$ cat config.mk
export PLATFORM = sky130hd
export DESIGN_NAME = first_fit_allocator_with_compaction_unit
export DESIGN_NICKNAME = d
export VERILOG_FILES = /design/src/hdl/ffa_pkg.sv /design/src/hdl/first_fit_allocator_with_compaction_unit.sv /design/src/hdl/ffa_table.sv
export SDC_FILE = /design/constraint.sdc
export NUM_CORES = 2
export LEC_CHECK = 0
export BUFFER_PORTS_ARGS = -buffer_cell sky130_fd_sc_hd__buf_2
export CAP_MARGIN = 20
export CORE_UTILIZATION = 45
export CTS_BUF_LIST = sky130_fd_sc_hd__clkbuf_8
export DETAILED_ROUTE_END_ITERATION = 16
export GPL_TIMING_DRIVEN = 0
export SETUP_SLACK_MARGIN = 0.5
export SLEW_MARGIN = 25
export SYNTH_ARGS = -nofsm -noshare
export SYNTH_HDL_FRONTEND = slang
export SYNTH_HIERARCHICAL = 1
export SYNTH_SLANG_ARGS = --single-unit
$ cat constraint.sdc
create_clock -name clk -period 5.6 [get_ports clk]
set_clock_uncertainty 0.2 [all_clocks]
set_input_delay 0 -clock clk [delete_from_list [all_inputs] [get_ports clk]]
set_output_delay 0 -clock clk [all_outputs]
set_load 0.01 [all_outputs]
$ cat src/hdl/ffa_pkg.sv
// ----------------------------------------------------------------------------
// ffa_pkg
// shared types and codes of the first-fit allocator
// ----------------------------------------------------------------------------
package ffa_pkg;

  typedef enum logic [1:0] {
    CMD_ALLOC  = 2'd0,
    CMD_ERASE  = 2'd1,
    CMD_DEFRAG = 2'd2,
    CMD_NONE   = 2'd3
  } cmd_t;

  typedef enum logic [1:0] {
    ST_OK        = 2'd0,
    ST_FAIL      = 2'd1,
    ST_BAD_ERASE = 2'd2,
    ST_RSVD      = 2'd3
  } status_t;

  localparam logic [0:0] REG_TOTAL_SIZE = 1'b0;
  localparam int unsigned HANDLE_W = 16;
  localparam int unsigned LEN_W    = 8;

endpackage

$ cat src/hdl/first_fit_allocator_with_compaction_unit.sv
// ----------------------------------------------------------------------------
// first_fit_allocator_with_compaction_unit
// first-fit allocator over an address-ordered block table
// ----------------------------------------------------------------------------
// Commands arrive on the in_ channel (valid/ready): alloc, erase, defragment.
// Alloc always gives one out_ transaction (status, new_handle); erase gives
// one only for an illegal handle; defragment and the unused code give none.
// The block table sits in one single-port-write, registered-read memory.
// Each command walks the table one entry at a time through a read-modify-
// write sequencer: alloc scans for the first gap and then shifts entries up,
// erase scans for the handle and shifts entries down, defragment rewrites
// start addresses. Each entry is read in S_RD and evaluated in S_EVAL; each
// shift step reads in S_SHRD and then writes in S_SHWR.
// One command is in work at a time; in_ready is high only while idle and
// the result register is empty. A stalled receiver holds the result in the
// output register, and the next command waits for it.
// Reset (synchronous, rst_n low) empties the table, sets the next handle to
// 1 and total_size to 128; table contents need no clearing.
// The configuration port is APB style, total_size at address 0.
// ----------------------------------------------------------------------------
module first_fit_allocator_with_compaction_unit
  import ffa_pkg::*;
#(
  parameter int unsigned MAX_BLOCKS = 64,
  parameter int unsigned MEM_UNITS  = 128
) (
  input  logic        clk,
  input  logic        rst_n,
  input  logic        in_valid,
  output logic        in_ready,
  input  logic [1:0]  in_cmd,
  input  logic [7:0]  in_req_length,
  input  logic [15:0] in_erase_handle,
  output logic        out_valid,
  input  logic        out_ready,
  output logic [1:0]  out_status,
  output logic [15:0] out_new_handle,
  input  logic        cfg_psel,
  input  logic        cfg_penable,
  input  logic        cfg_pwrite,
  input  logic [1:0]  cfg_paddr,
  input  logic [31:0] cfg_pwdata,
  output logic [31:0] cfg_prdata,
  output logic        cfg_pready
);

  localparam int unsigned AW = (MAX_BLOCKS > 1) ? $clog2(MAX_BLOCKS) : 1;
  localparam int unsigned CW = $clog2(MAX_BLOCKS + 1);
  // positions need to hold MEM_UNITS plus a length
  localparam int unsigned PW = $clog2(MEM_UNITS + 256 + 1);
  localparam int unsigned DW = HANDLE_W + PW + LEN_W;
  localparam logic [CW-1:0] MAXC = CW'(MAX_BLOCKS);
  localparam logic [PW-1:0] MEMU = PW'(MEM_UNITS);

  typedef enum logic [2:0] {
    S_IDLE, S_RD, S_EVAL, S_SHRD, S_SHWR, S_DONE
  } state_t;

  // configuration register
  logic [7:0] total_size_r;
  assign cfg_pready = 1'b1;
  always_ff @(posedge clk) begin
    if (!rst_n) begin
      total_size_r <= 8'd128;
    end else if (cfg_psel && cfg_penable && cfg_pwrite
                 && cfg_paddr[1:0] == {REG_TOTAL_SIZE, 1'b0}) begin
      total_size_r <= cfg_pwdata[7:0];
    end
  end
  assign cfg_prdata = (cfg_paddr == {REG_TOTAL_SIZE, 1'b0}) ? {24'd0, total_size_r} : 32'd0;

  logic [PW-1:0] size_use;
  assign size_use = (PW'(total_size_r) < MEMU) ? PW'(total_size_r) : MEMU;

  // table memory
  logic          we;
  logic [AW-1:0] waddr, raddr;
  logic [DW-1:0] wdata, rdata;
  ffa_table #(.DEPTH(MAX_BLOCKS), .AW(AW), .DW(DW)) u_table (
    .clk, .we, .waddr, .wdata, .raddr, .rdata
  );

  logic [HANDLE_W-1:0] r_handle;
  logic [PW-1:0]       r_start;
  logic [LEN_W-1:0]    r_len;
  assign {r_handle, r_start, r_len} = rdata;

  state_t              state_r;
  cmd_t                cmd_r;
  logic [LEN_W-1:0]    len_r;
  logic [HANDLE_W-1:0] eh_r;
  logic [CW-1:0]       live_r, idx_r, hi_r;
  logic [HANDLE_W-1:0] next_handle_r;
  logic [PW-1:0]       pos_r;
  logic                ov_r;
  logic [1:0]          st_r;
  logic [HANDLE_W-1:0] nh_r;

  assign in_ready  = (state_r == S_IDLE) && !ov_r;
  assign out_valid = ov_r;
  assign out_status = st_r;
  assign out_new_handle = nh_r;

  // scan evaluation on the entry just read
  logic          gap_ok;
  logic [PW-1:0] end_pos;
  always_comb begin
    gap_ok  = (r_start >= pos_r) && ((r_start - pos_r) >= PW'(len_r));
    end_pos = r_start + PW'(r_len);
  end
  logic tail_ok;
  assign tail_ok = (size_use >= pos_r) && ((size_use - pos_r) >= PW'(len_r));

  // memory port selection
  always_comb begin
    we    = 1'b0;
    waddr = idx_r[AW-1:0];
    wdata = {r_handle, r_start, r_len};
    raddr = idx_r[AW-1:0];
    case (state_r)
      S_EVAL: begin
        if (cmd_r == CMD_DEFRAG) begin
          we    = 1'b1;
          wdata = {r_handle, pos_r, r_len};
        end
      end
      S_SHRD: begin
        // alloc shifts up: read idx-1; erase shifts down: read idx+1
        raddr = (cmd_r == CMD_ALLOC) ? AW'(idx_r - 1'b1) : AW'(idx_r + 1'b1);
      end
      S_SHWR: begin
        we = 1'b1;
      end
      S_DONE: begin
        if (cmd_r == CMD_ALLOC && st_r == ST_OK) begin
          we    = 1'b1;
          waddr = hi_r[AW-1:0];
          wdata = {next_handle_r, pos_r, len_r};
        end
      end
      default: ;
    endcase
  end

  // sequencer
  always_ff @(posedge clk) begin
    if (!rst_n) begin
      state_r       <= S_IDLE;
      live_r        <= '0;
      next_handle_r <= 16'd1;
      ov_r          <= 1'b0;
    end else begin
      if (ov_r && out_ready) ov_r <= 1'b0;
      case (state_r)
        S_IDLE: begin
          if (in_valid && in_ready) begin
            cmd_r <= cmd_t'(in_cmd);
            len_r <= in_req_length;
            eh_r  <= in_erase_handle;
            idx_r <= '0;
            pos_r <= '0;
            st_r  <= ST_FAIL;
            nh_r  <= '0;
            case (cmd_t'(in_cmd))
              CMD_ALLOC: begin
                if (live_r >= MAXC || next_handle_r == '0) begin
                  ov_r <= 1'b1;
                end else begin
                  state_r <= S_RD;
                end
              end
              CMD_ERASE, CMD_DEFRAG: state_r <= S_RD;
              default: state_r <= S_IDLE;
            endcase
          end
        end
        S_RD: begin
          if (idx_r == live_r) begin
            // end of table
            if (cmd_r == CMD_ALLOC) begin
              if (tail_ok) begin
                st_r <= ST_OK;
                hi_r <= idx_r;
              end
            end else if (cmd_r == CMD_ERASE) begin
              st_r <= ST_BAD_ERASE;
            end
            state_r <= S_DONE;
          end else begin
            state_r <= S_EVAL;
          end
        end
        S_EVAL: begin
          state_r <= S_RD;
          idx_r   <= idx_r + 1'b1;
          case (cmd_r)
            CMD_ALLOC: begin
              if (gap_ok) begin
                st_r    <= ST_OK;
                hi_r    <= idx_r;
                idx_r   <= live_r;
                state_r <= (live_r == idx_r) ? S_DONE : S_SHRD;
              end else begin
                pos_r <= end_pos;
              end
            end
            CMD_ERASE: begin
              if (r_handle == eh_r) begin
                st_r <= ST_OK;
                if (idx_r + 1'b1 == live_r) begin
                  state_r <= S_DONE;
                end else begin
                  state_r <= S_SHRD;
                  idx_r   <= idx_r;
                end
              end
            end
            default: pos_r <= pos_r + PW'(r_len);
          endcase
        end
        S_SHRD: state_r <= S_SHWR;
        S_SHWR: begin
          if (cmd_r == CMD_ALLOC) begin
            if (idx_r - 1'b1 == hi_r) state_r <= S_DONE;
            else state_r <= S_SHRD;
            idx_r <= idx_r - 1'b1;
          end else begin
            if (idx_r + 2'd2 == live_r) state_r <= S_DONE;
            else state_r <= S_SHRD;
            idx_r <= idx_r + 1'b1;
          end
        end
        S_DONE: begin
          state_r <= S_IDLE;
          case (cmd_r)
            CMD_ALLOC: begin
              ov_r <= 1'b1;
              if (st_r == ST_OK) begin
                nh_r          <= next_handle_r;
                live_r        <= live_r + 1'b1;
                next_handle_r <= next_handle_r + 1'b1;
              end
            end
            CMD_ERASE: begin
              if (st_r == ST_OK) begin
                live_r <= live_r - 1'b1;
              end else begin
                ov_r <= 1'b1;
              end
            end
            default: ;
          endcase
        end
        default: state_r <= S_IDLE;
      endcase
    end
  end

endmodule

$ cat src/hdl/ffa_table.sv
// ----------------------------------------------------------------------------
// ffa_table
// block table memory: one write port, one registered read port
// ----------------------------------------------------------------------------
module ffa_table
  import ffa_pkg::*;
#(
  parameter int unsigned DEPTH = 64,
  parameter int unsigned AW    = 6,
  parameter int unsigned DW    = 32
) (
  input  logic          clk,
  input  logic          we,
  input  logic [AW-1:0] waddr,
  input  logic [DW-1:0] wdata,
  input  logic [AW-1:0] raddr,
  output logic [DW-1:0] rdata
);

  logic [DW-1:0] mem [DEPTH];

  // write port
  always_ff @(posedge clk) begin
    if (we) begin
      mem[waddr] <= wdata;
    end
  end

  // registered read port
  always_ff @(posedge clk) begin
    rdata <= mem[raddr];
  end

endmodule

# After elaboration in Yosys (flattened, before gate mapping)
# Memories as Yosys holds them, arrays and structs flattened. A register that Yosys moved wholly into a read port is not among the register bits.
# Cells that the tools add are included.
# word_totals
register_bits,102
ram_bits,2112
in_bits,67
out_inout_bits,53
elab_cells,164
n_memories,1
# memory_table
name,words,width,rd,rd_ports_with_merged_regs,wr,line,text
u_table.mem,64,33,1,1,1,ffa_table.sv:20,logic [DW-1:0] mem [DEPTH];
# op_classes
n_addsub,10
n_lt_le_gt_ge,6
eq_ne,34
n_mux,67
reduce_logical,33
# op_table
cell,count
7-bit 2-to-1 mux,12
33-bit case mux with 2 select lines,1
16-bit 2-to-1 mux,3
7-bit case mux with 2 select lines,3
9-bit case mux with 2 select lines,2
7-bit equality test,5
33-bit 2-to-1 mux,1
16-bit case mux with 2 select lines,1
3-bit 2-to-1 mux,10
6-bit 2-to-1 mux,4
"3-bit != test, second input constant",7
7-bit case mux with 3 select lines,1
9-bit by 8-bit adder with 9-bit output,2
9-bit by 8-bit greater-or-equal comparator with 1-bit output,2
9-bit 2-to-1 mux,2
17-bit 2-to-1 mux,1
"16-bit by 1-bit adder with 16-bit output, second input constant",1
16-bit equality test,1
16-bit zero test,1
8-bit 2-to-1 mux,2
"2-bit != test, second input constant",8
3-bit case mux with 5 select lines,1
"7-bit by 1-bit adder with 7-bit output, second input constant",2
2-bit 2-to-1 mux,7
35 further kinds,70

# Depth between registers and ports, before layout
# logic_depth
word_depth,9
mapped_depth,17

# By module
# The synthesis kept the hierarchy.
# by_module_without_submodules
mod,instances,cells_each,area_per_inst_um2,seq_area_each_um2
ffa_table,1,3610,81094.0,64081.5
first_fit_allocator_with_compaction_unit,1,796,7597.3,2712.6

# Worst setup path after synthesis
# Ideal clock, no wire load.
# synth_path
path_kind,register to register
start,register state_r[0]
end,memory u_table/mem[28][0] in the netlist's numbering (enable)
setup_ns,0.423
arrival_ns,4.240
t_required_ns,4.977
slack_ns,0.737
stages_incl_launch_ff,15
path_buffers,6
period_less_slack_ns,4.863
path_cell_list,dfxtp_1 > buf_2 > and3b_1 > buf_2 > nand3_1 > nor2_1 > buf_2 > buf_2 > nand2_1 > o21ai_0 > clkbuf_1 > or3b_2 > or2_2 > clkbuf_1 > nor2_1
# synth_via
word_cells_on_any_way,7
# synth_rtl
element,line,text
from (decl),first_fit_allocator_with_compaction_unit.sv:88,state_t state_r;
from (signal assigned),first_fit_allocator_with_compaction_unit.sv:202,state_r <= (live_r == idx_r) ? S_DONE : S_SHRD;
3-bit equality test,first_fit_allocator_with_compaction_unit.sv:120,case (state_r)
6-bit 2-to-1 mux,first_fit_allocator_with_compaction_unit.sv:120,
via waddr[2],first_fit_allocator_with_compaction_unit.sv:77,"logic [AW-1:0] waddr, raddr;"
to (decl),ffa_table.sv:20,
# The timed path passes the listed nets, and every way through them passes these cells.

# Final worst setup path
# layout_path
start,register cmd_r[1]
end,register u_table.rdata[8] (read register of u_table.mem)
# layout_via
elab_chain_len,3
# layout_lines
element,line,text
from (decl),first_fit_allocator_with_compaction_unit.sv:89,cmd_t cmd_r;
from (signal assigned),first_fit_allocator_with_compaction_unit.sv:157,cmd_r <= cmd_t'(in_cmd);
2-bit zero test,first_fit_allocator_with_compaction_unit.sv:129,raddr = (cmd_r == CMD_ALLOC) ? AW'(idx_r - 1'b1) : AW'(idx_r + 1'b1);
6-bit 2-to-1 mux,first_fit_allocator_with_compaction_unit.sv:129,
6-bit 2-to-1 mux,first_fit_allocator_with_compaction_unit.sv:120,
via raddr[1],first_fit_allocator_with_compaction_unit.sv:77,
to (decl),ffa_table.sv:17,output logic [DW-1:0] rdata
# The timed path passes the listed nets, and every way through them passes these cells.
# A chain may end at the register's enable or synchronous reset.

==> flow_summary.toml <==
[power]
p_int_uw = 27300
comb_power_share_pct = 10.2
switching_share_pct = 25.5
p_sw_uw = 9340
pwr-share-seq_pct = 52.8
peakVddDrop_v = 0.000227
p_per_area_nw_per_um2 = 345
p_leak_uw = 0.0346
report.power.total_uw = 36600
clkPwrFrac_pct = 37.0

[die]
ios = 120
num_rows = 162
start_util_pct = 45.4
placeableCoreArea_sq_um = 195000
die_y_um = 446
die_area_sq_um = 199000
fp.dieW_um = 446

[logic_synthesis]
synth_compound_area_share_pct = 3.26
seq_area_frac_synth_pct = 75.3
yosysWarnings = 6
syn_inst = 4406
synth_area_leaders = "edfxtp_1 (74%), mux4_2 (12%), dfxtp_1 (1.5%)"
synth_top_family_by_area = "multiplexers"
ys_ff_latch = 2247
netlist.area_leader.share_pct = 73.8
synthMuxAreaShare_pct = 14.1
avgSynthCellArea_sq_um = 20.1
synth_top_area_cell = "edfxtp_1"
synthSimpleGateAreaFrac_pct = 3.83
synth_adder_area_share_pct = 0.838
yosys-top-cells-count = "edfxtp_1 (2179), mux4_2 (484), nand2_1 (146)"
synth_ff_type = "edfxtp_1"
synth_area_sq_um = 88700
synth_edf_count = 2179
synth_xor_area_share_pct = 0.849
yosysMostFrequentCell = "edfxtp_1"
synth_async_sr_flop_share_pct = 0
yosysUniqueCellTypes = 82

[placed_design]
gp_congestion = 0.881
place_ws_ns = -1.41
placed_area_sq_um = 96900
io_buffers = 69
dp_hpwl_um = 193000

[clock_tree]
cts_tree = "yes"
clkSinkCount = 2247
cts.clk_slew.worst_paths_ns = 0.06
clk_latency_ns = 1.08
clock_path_buffers = 4
cts_inserted_buffers = 380
root_buffer = "clkbuf_8"
cts_max_level = 5

[timing]
fmax_mhz = 189
slew_viol_final = 0
finalCritPeriodShare_pct = 94.4
final.setup.tns_ns = 0
setup_viol = 0
final.setup.worst_slack_ns = 0.313
rsz0062_at_grt = "yes"
tightest_slew_ns = 1.15
slew-limit-headroom_pct = 23.6
finalHoldViolCount = 0
period_needed_ns = 5.29

[run_status]
status = "completed"

[global_routing]
grt_usage_pct = 28.9
grt_pass1_vias = 49700
grt_antenna_before_repair = 18
grt_pass1_wl_um = 393000
grt_start_max_net_pins = 65
grt.overflow.total = 0

[route]
wl_um = 290000
via_per_inst = 6.24
dr.pass1.iters = 8
first_iter_violations = 8089
drcViolationCount = 0
routedWlPerCell_um = 35.6
antenna_left = 0
vias = 50800

[worst_setup_path]
rrSetupSlack_ns = 0.31
critPathMaxFanout = 11
worstPathRequired_ns = 6.31
critPathKind = "register to register"
r2r_start = "cmd_r[1]"
cp-start-kind = "register"
arrival_ns = 6.00
reg2reg_to = "u_table/rdata[8]"
r2r_cells = 15
end_kind = "register"

[min_path]
min_to = "cmd_r[1]"
worstHoldPathCells = 3
min_from = "in_cmd[1]"
hp-class = "primary input to register"

[cells_and_area]
fin_nets = 5348
final_area_sq_um = 106000
post-route-util_pct = 54.3
layout-drive-gt1-share_pct = 29.4
area_growth_pct = 19.7

[run]
cap_viol_max_count = 0
-- sequential cells by signal (all words and copies together) (netlist names) --
register        count
u_table/mem      2112
eh_r               16
hi_r                7
cmd_r               2
pos_r               9
out_status          2
next_handle_r      16
live_r              7
len_r               8
out_valid           1
idx_r               7
state_r             3
u_table/rdata      33
total_size_r        8
out_new_handle     16
-- layer usage --
layer  track usage [%]  wire length (um)  share of wire, %
met3              7.43             34600                12
met4              12.9             14400               5.0
met2              44.9            133000                46
met1              38.7            107000                37
met5                 0                49             0.017
-- worst max-delay path, stage by stage (launching register included) --
cell and delay [ns]:
edfxtp_1 0.35, clkbuf_1 0.26, nor2_4 0.32, clkbuf_2 0.29, buf_2 0.32, xnor2_1 0.20
nor2_1 0.09, a21oi_2 0.44, buf_2 0.41, buf_4 0.37, buf_4 0.33, buf_4 0.34
nand2_1 0.29, o221ai_1 0.35, o22ai_1 0.25, and3_1 0.29
-- area by class of cell --
class | count | area, sq um
Antenna cell | 10 | 25.0
Buffer | 272 | 1570
Clock buffer | 397 | 5460
Clock inverter | 272 | 1350
Fill cell | 15100 | 89200
Inverter | 40 | 150
Multi-Input combinational cell | 1870 | 21500
Sequential cell | 2247 | 66800
Tap cell | 2624 | 3280
Timing Repair Buffer | 413 | 6030
-- power groups by stage --
stage / registers, uW / logic, uW / clock network [uW]
after floorplan: 19600 / 1970 / 0
after global placement: 19700 / 3350 / 0
after detailed placement: 19700 / 3540 / 0
after CTS: 19300 / 3640 / 13700
after global routing: 19300 / 3870 / 14400
final: 19300 / 3750 / 13500
-- logic make-up after synthesis --
kind of cell             after synthesis
other                                  2
XOR/XNOR                              86
AND/OR/NAND/NOR                      651
adder cells (fa/ha/maj)               57
AO/OA/AOI/OAI                        408
multiplexers                         643
buffers and inverters                312
flip-flops                          2247
-- how the worst max path moves through the flow --
stage               startpoint            endpoint  slack [ns]
CTS                   idx_r[1]   u_table/rdata[12]        0.27
global placement    state_r[0]  u_table/mem[20][4]       -2.97
global route          cmd_r[1]    u_table/rdata[8]        0.35
finish                cmd_r[1]    u_table/rdata[8]        0.31
floorplan           state_r[0]  u_table/mem[28][0]        0.74
detailed placement    cmd_r[1]   u_table/rdata[12]       -1.41
-- through the flow --
stage | std cells | hold slack (ns)
6_report | 8145 | 0.136
5_1_grt | 8140 | 0.0822
3_5_place_dp | 7279 | -0.0219
2_1_floorplan | 4429 | -0.101
3_3_place_gp | 7122 | -0.0201
4_1_cts | 8111 | 0.0407
-- what timing repair did --
action / CTS / global route
hold buffers: 116 / 0
endpoints found under the setup margin: 1061 / 1200
endpoints found under the hold margin: 128 / 0
pin swaps: 22 / 10
resized for setup: 98 / 83
buffers inserted: 47 / 24
-- placed cells by master (no fill, tap or decap), types with 53 or more instances in the layout --
master	Yosys	routed
xnor2_1	66	63
nand2_1	146	142
dlygate4sd3_1	0	116
nor2b_1	65	65
clkbuf_2	1	58
nand4_1	81	81
inv_1	39	161
nand3_1	74	72
clkbuf_8	0	398
clkbuf_1	129	65
buf_2	75	126
nor2_4	0	66
mux2i_1	121	119
edfxtp_1	2179	2179
clkinv_1	0	95
buf_16	0	96
buf_12	0	67
a22oi_1	76	68
buf_4	36	109
dfxtp_1	68	68
mux4_2	484	484
ha_1	53	53
No activity file was read; power rests on OpenSTA's default activity.
